===== config.mk =====
export PLATFORM = sky130hd
export DESIGN_NAME = iougt_ctrl
export DESIGN_NICKNAME = d
export VERILOG_FILES = /design/src/design/iougt_pkg.sv /design/src/design/iougt_ctrl.sv
export SDC_FILE = /design/constraint.sdc
export NUM_CORES = 1
export LEC_CHECK = 0
export ABC_AREA = 1
export CAP_MARGIN = 20
export CORE_AREA = 8 8 45 47
export CTS_BUF_LIST = sky130_fd_sc_hd__clkbuf_16
export CTS_CLUSTER_SIZE = 40
export DETAILED_ROUTE_END_ITERATION = 12
export DIE_AREA = 0 0 53 55
export DONT_BUFFER_PORTS = 1
export GPL_TIMING_DRIVEN = 0
export PLACE_DENSITY = 0.41
export SLEW_MARGIN = 0
export SYNTH_ARGS = -nofsm -noshare
export SYNTH_HDL_FRONTEND = slang
export SYNTH_SLANG_ARGS = --single-unit

===== constraint.sdc =====
create_clock -name clk -period 2.87 [get_ports clk]
set_input_delay 0.4305 -clock clk [delete_from_list [all_inputs] [get_ports clk]]
set_output_delay 0.4305 -clock clk [all_outputs]
set_load 0.01 [all_outputs]

===== src/design/iougt_pkg.sv =====
// Package for the greedy IoU tracker: controller/datapath command and status types.
// No dependencies.
`default_nettype none
package iougt_pkg;
  typedef struct packed {
    logic load;       // latch detection, start scan
    logic eval;       // evaluate current slot
    logic commit;     // apply match or allocation
    logic age;        // age current slot
    logic clr_first;  // clear the first-frame flag
    logic out_load;   // register result
  } iougt_cmd_t;

  typedef struct packed {
    logic last_slot;  // slot counter at final slot
    logic last_flag;  // latched last_in_frame
  } iougt_sts_t;
endpackage
`default_nettype wire


===== src/design/iougt_ctrl.sv =====
// Controller of the IoU tracker: sequences scan, commit, aging and the output handshake.
// Depends on iougt_pkg.
`default_nettype none
module iougt_ctrl (
  input  wire                    clk,
  input  wire                    rst_n,
  input  wire                    in_valid,
  output logic                   in_ready,
  output logic                   out_valid,
  input  wire                    out_ready,
  output iougt_pkg::iougt_cmd_t  cmd,
  input  iougt_pkg::iougt_sts_t  sts
);
  import iougt_pkg::*;

  typedef enum logic [2:0] {S_IDLE, S_SCAN, S_DRAIN, S_COMMIT, S_AGE} state_t;
  state_t state_r, state_nxt;
  logic   ov_r, ov_nxt;

  // The next item may enter once the previous result has been taken and the scan is idle.
  assign in_ready  = (state_r == S_IDLE) && !ov_r;
  assign out_valid = ov_r;

  always_comb begin
    cmd = '0;
    state_nxt = state_r;
    ov_nxt = ov_r && !out_ready;
    case (state_r)
      S_IDLE: if (in_valid && in_ready) begin
        cmd.load = 1'b1;
        state_nxt = S_SCAN;
      end
      S_SCAN: begin
        cmd.eval = 1'b1;
        if (sts.last_slot) state_nxt = S_DRAIN;
      end
      // The compare of the last slot lands in this cycle.
      S_DRAIN: state_nxt = S_COMMIT;
      S_COMMIT: begin
        cmd.commit = 1'b1;
        ov_nxt = 1'b1;
        state_nxt = sts.last_flag ? S_AGE : S_IDLE;
      end
      S_AGE: begin
        cmd.age = 1'b1;
        if (sts.last_slot) begin
          cmd.clr_first = 1'b1;
          state_nxt = S_IDLE;
        end
      end
      default: state_nxt = S_IDLE;
    endcase
  end

  always_ff @(posedge clk) begin
    if (!rst_n) begin
      state_r <= S_IDLE;
      ov_r    <= 1'b0;
    end else begin
      state_r <= state_nxt;
      ov_r    <= ov_nxt;
    end
  end

  assert property (@(posedge clk) disable iff (!rst_n)
    cmd.commit |=> out_valid) else $error("result not presented after commit");
  assert property (@(posedge clk) disable iff (!rst_n)
    out_valid && !out_ready |=> out_valid) else $error("result dropped");
  assert property (@(posedge clk) disable iff (!rst_n)
    (state_r == S_SCAN) |-> !in_ready) else $error("request taken during scan");
endmodule
`default_nettype wire


; After elaboration in Yosys (flattened, before gate mapping)
; Index checks and enable logic that the tools add are counted.
[totals]
register_bits = 4
in_bits = 6
output_inout_bits = 8
[classes]
eq_ne = 7
mux = 12
n_reduce_logical = 7
[op_table]
columns = operator, n
row1 = case mux 3 bit (5 select lines), 1
row2 = 2-to-1 mux 3 bit, 4
row3 = == test 3 x 2 -> 1 bit (second input constant), 2
row4 = 2-to-1 mux 1 bit, 6
row5 = inequality test 2 bit (second input constant), 2
row6 = == test 3 x 1 -> 1 bit (second input constant), 1
row7 = == test 3 bit (second input constant), 1
row8 = logical AND 1 bit, 3
row9 = logical NOT 3 bit, 1
row10 = AND reduction 3 bit, 1
row11 = logical NOT 1 bit, 2
row12 = 2-to-1 mux 2 bit, 1
row13 = inequality test 2 x 1 -> 1 bit (second input constant), 1

; Logic depth before layout (Yosys ltp)
[depth]
word_depth = 5
ltp_mapped = 7
depth_no_buf = 7

; Worst setup path before layout
; No wires, ideal clock.
[synth_timing]
path_kind = register -> output
from = register state_r[0]
to = output port cmd[5] (netlist bit)
arrival_time_ns = 0.903
required_time_ns = 2.440
path_slack_ns = 1.536
path_stages_with_launch = 4
n_path_buf = 0
path_cell_list = dfxtp_1 -> nor2_2 -> inv_1 -> nor4_1
[synth_rtl]
columns = item, line_no
row1 = from (decl), iougt_ctrl.sv:17  ; state_t state_r, state_nxt;
row2 = from (signal assigned), iougt_ctrl.sv:60  ; state_r <= state_nxt;
row3 = to (decl), iougt_ctrl.sv:11  ; output iougt_pkg::iougt_cmd_t cmd,

==> run_results.csv <==
group,metric,value,unit
floorplanning,pin_count,14,
layout,nets,49,
sta,period_needed,1.64,ns
run,cap_violations,0,
layout,final_common_cell,"inv_1",
clocking,ctsHtreeMaxLevel,1,
routing,routed_wl,651,µm
layout,layout_common_cells,"inv_1, nor2_1, nand2_1",
clocking,cts-resized-gates,0,
placed_design,io_buffers,0,
sta,maxSlewHeadroom,65.8,%
layout,area_growth,38.4,%
placed_design,dp_hpwl,509,µm
logic_synthesis,synth.area.top_cells,"dfxtp_1, inv_1, nor2_1, nand2_1, nand2_2",
layout,drive_above_1_share,26.8,%
routing,drt-wirelength-per-cell,11.4,µm
setup_path,reg2reg_slack,1.78,ns
logic_synthesis,synth_fp_nets,44,
outcome,status,"completed",
setup_path,cp_slowest_cell,"nor4_1",
sta,tns,0,ns
logic_synthesis,syn-cell-area,248,µm²
routing,drc,0,
logic_synthesis,yosysTopAreaCellShare,32.3,%
sta,fin_skew,0.000247,ns
setup_path,crit_family,"simple AND/OR/NAND/NOR gates",
logic_synthesis,yosysSeqAreaShare,32.3,%
sta,worst_pin_slew,0.509,ns
floorplanning,core,1380,µm²
logic_synthesis,ys_types,17,
routing,vias,228,
setup_path,crit_path_end_kind,"output pin",
clocking,numClockSinks,4,
routing,drt_first_pass_iters,3,
logic_synthesis,synth_area_leader_cell,"dfxtp_1",
global_routing,grt_usage,5.19,%
global_routing,grt_overflow,0,
setup_path,critPathMaxFanout,4,
setup_path,crit_type,"register to output pin",
floorplanning,initial_core_util,17.9,%
clocking,cts_tree,"done",
logic_synthesis,synth_area_per_cell,6.52,µm²
routing,first_iter_violations,5,
logic_synthesis,synthCells,38,
placed_design,placedCellCount,54,
power,p_leak,0.000172,µW
global_routing,first_global_vias,224,
clocking,clk_pin_slew,0.03,ns
worst_hold_path,hp-class,"input port to register",
floorplanning,die_h,55,µm
sta,period_share,57.1,%
clocking,clk_path_buf_depth,2,
layout,final_cells,57,
global_routing,antenna_found_initial,0,
routing,ant_nets,0,
floorplanning,dieArea,2920,µm²
clocking,numCtsBuffers,3,
layout,fillers,156,
setup_path,critPathRequiredTime,2.44,ns
setup_path,cpPeakStageDelay,0.40,ns
setup_path,crit_chain,"nor2_2 > inv_1 > nor4_1",
clocking,cts-root-buf,"clkbuf_16",
global_routing,grt_max_degree,8,
power,power,319,µW
placed_design,gp_congestion,0.685,
setup_path,cp-start-kind,"register",
global_routing,grt_pass1_wl,952,µm
logic_synthesis,ys_warn_count,0,
power,ir_drop,0.000268,V
setup_path,arrival,1.21,ns
logic_synthesis,ys_ff_latch,4,
sta,hold_viol_final,0,
sta,max_freq,611,MHz
sta,drv_slew,0,
clocking,insertion_delay,0.22,ns
clocking,cts_setup_buffers,0,
clocking,hold_buffers,0,
layout,antenna_cells,0,
sta,finalSetupViolations,0,
floorplanning,rows,14,
power,power_density,930,nW/µm²
floorplanning,die_x,53,µm
setup_path,crit_buf_inv,1,
routing,vias_per_cell,4.00,
sta,rsz0062_at_grt,"false",
-- where the power goes --
part / switching [µW] / total [µW] / internal, µW / leakage, µW
logic: 24.2 / 36.8 / 12.6 / 0.000102
registers: 5.12 / 65.4 / 60.3 / 0.0000327
clock network: 38.8 / 217 / 178 / 0.0000370
total: 68.1 / 319 / 251 / 0.000172
-- metal layers --
layer	track usage, %	up-vias	wire length (µm)
met1	3.96	95	242
met2	6.45	9	297
met4	7.76	0	21
met5	0	-	0
met3	4.81	4	91
li1	-	120	-
-- cell type report --
cell class	count	area, µm²	area share (%)
Buffer	1	7.51	2.19
Clock buffer	3	75.1	21.9
Inverter	9	33.8	9.85
Multi-Input combinational cell	24	126	36.9
Sequential cell	4	80.1	23.4
Tap cell	16	20.0	5.84
-- kinds of logic (layout without fill, tap and decap cells) --
logic type	count (synthesis)	after routing	synth area share [%]
other cells	1	1	1.51
buf+inv	10	13	16.7
flops	4	4	32.3
compound gates	3	3	8.59
simple gates	20	20	40.9
-- worst register-to-register path, delay by kind of cell (launching register included) --
kind | cells | cell delay, ns
DFF | 1 | 0.39
AOI/OAI and AO/OA | 1 | 0.14
and+or+nand+nor | 3 | 0.50
-- per-stage QoR --
stage	worst slack (ns)	hold WS, ns	instance area (µm²)	util [%]
after global placement	1.42	0.587	268	19.3
after floorplan	1.54	0.542	248	-
after CTS	1.20	0.354	343	24.8
final	1.23	0.358	343	24.8
after detailed placement	1.45	0.579	268	19.3
after global routing	1.16	0.362	343	24.8
-- final timing paths --
check                          startpoint                      end  cells past startpoint
hold reg to reg   state_r[0]$_SDFFE_PN0P_  state_r[0]$_SDFFE_PN0P_                      3
hold / removal                      rst_n  state_r[0]$_SDFFE_PN0P_                      2
setup / recovery  state_r[0]$_SDFFE_PN0P_                   cmd[5]                      3
setup reg to reg  state_r[0]$_SDFFE_PN0P_  state_r[2]$_SDFFE_PN0P_                      4
-- synth_stat cells --
master	instances
o211ai_1	1
buf_4	1
nor3_2	1
nand2_1	5
nor2_1	6
nor4_1	1
inv_2	1
a21oi_2	1
nor2_2	1
nand3_1	2
conb_1	1
inv_1	8
dfxtp_1	4
nor3_1	1
nand2_2	2
a21oi_1	1
nand3_2	1
-- registers in the layout, summed over array words and instances (netlist names) --
register   flops
out_valid      1
state_r        3
Power figures use the tool's default switching activity.
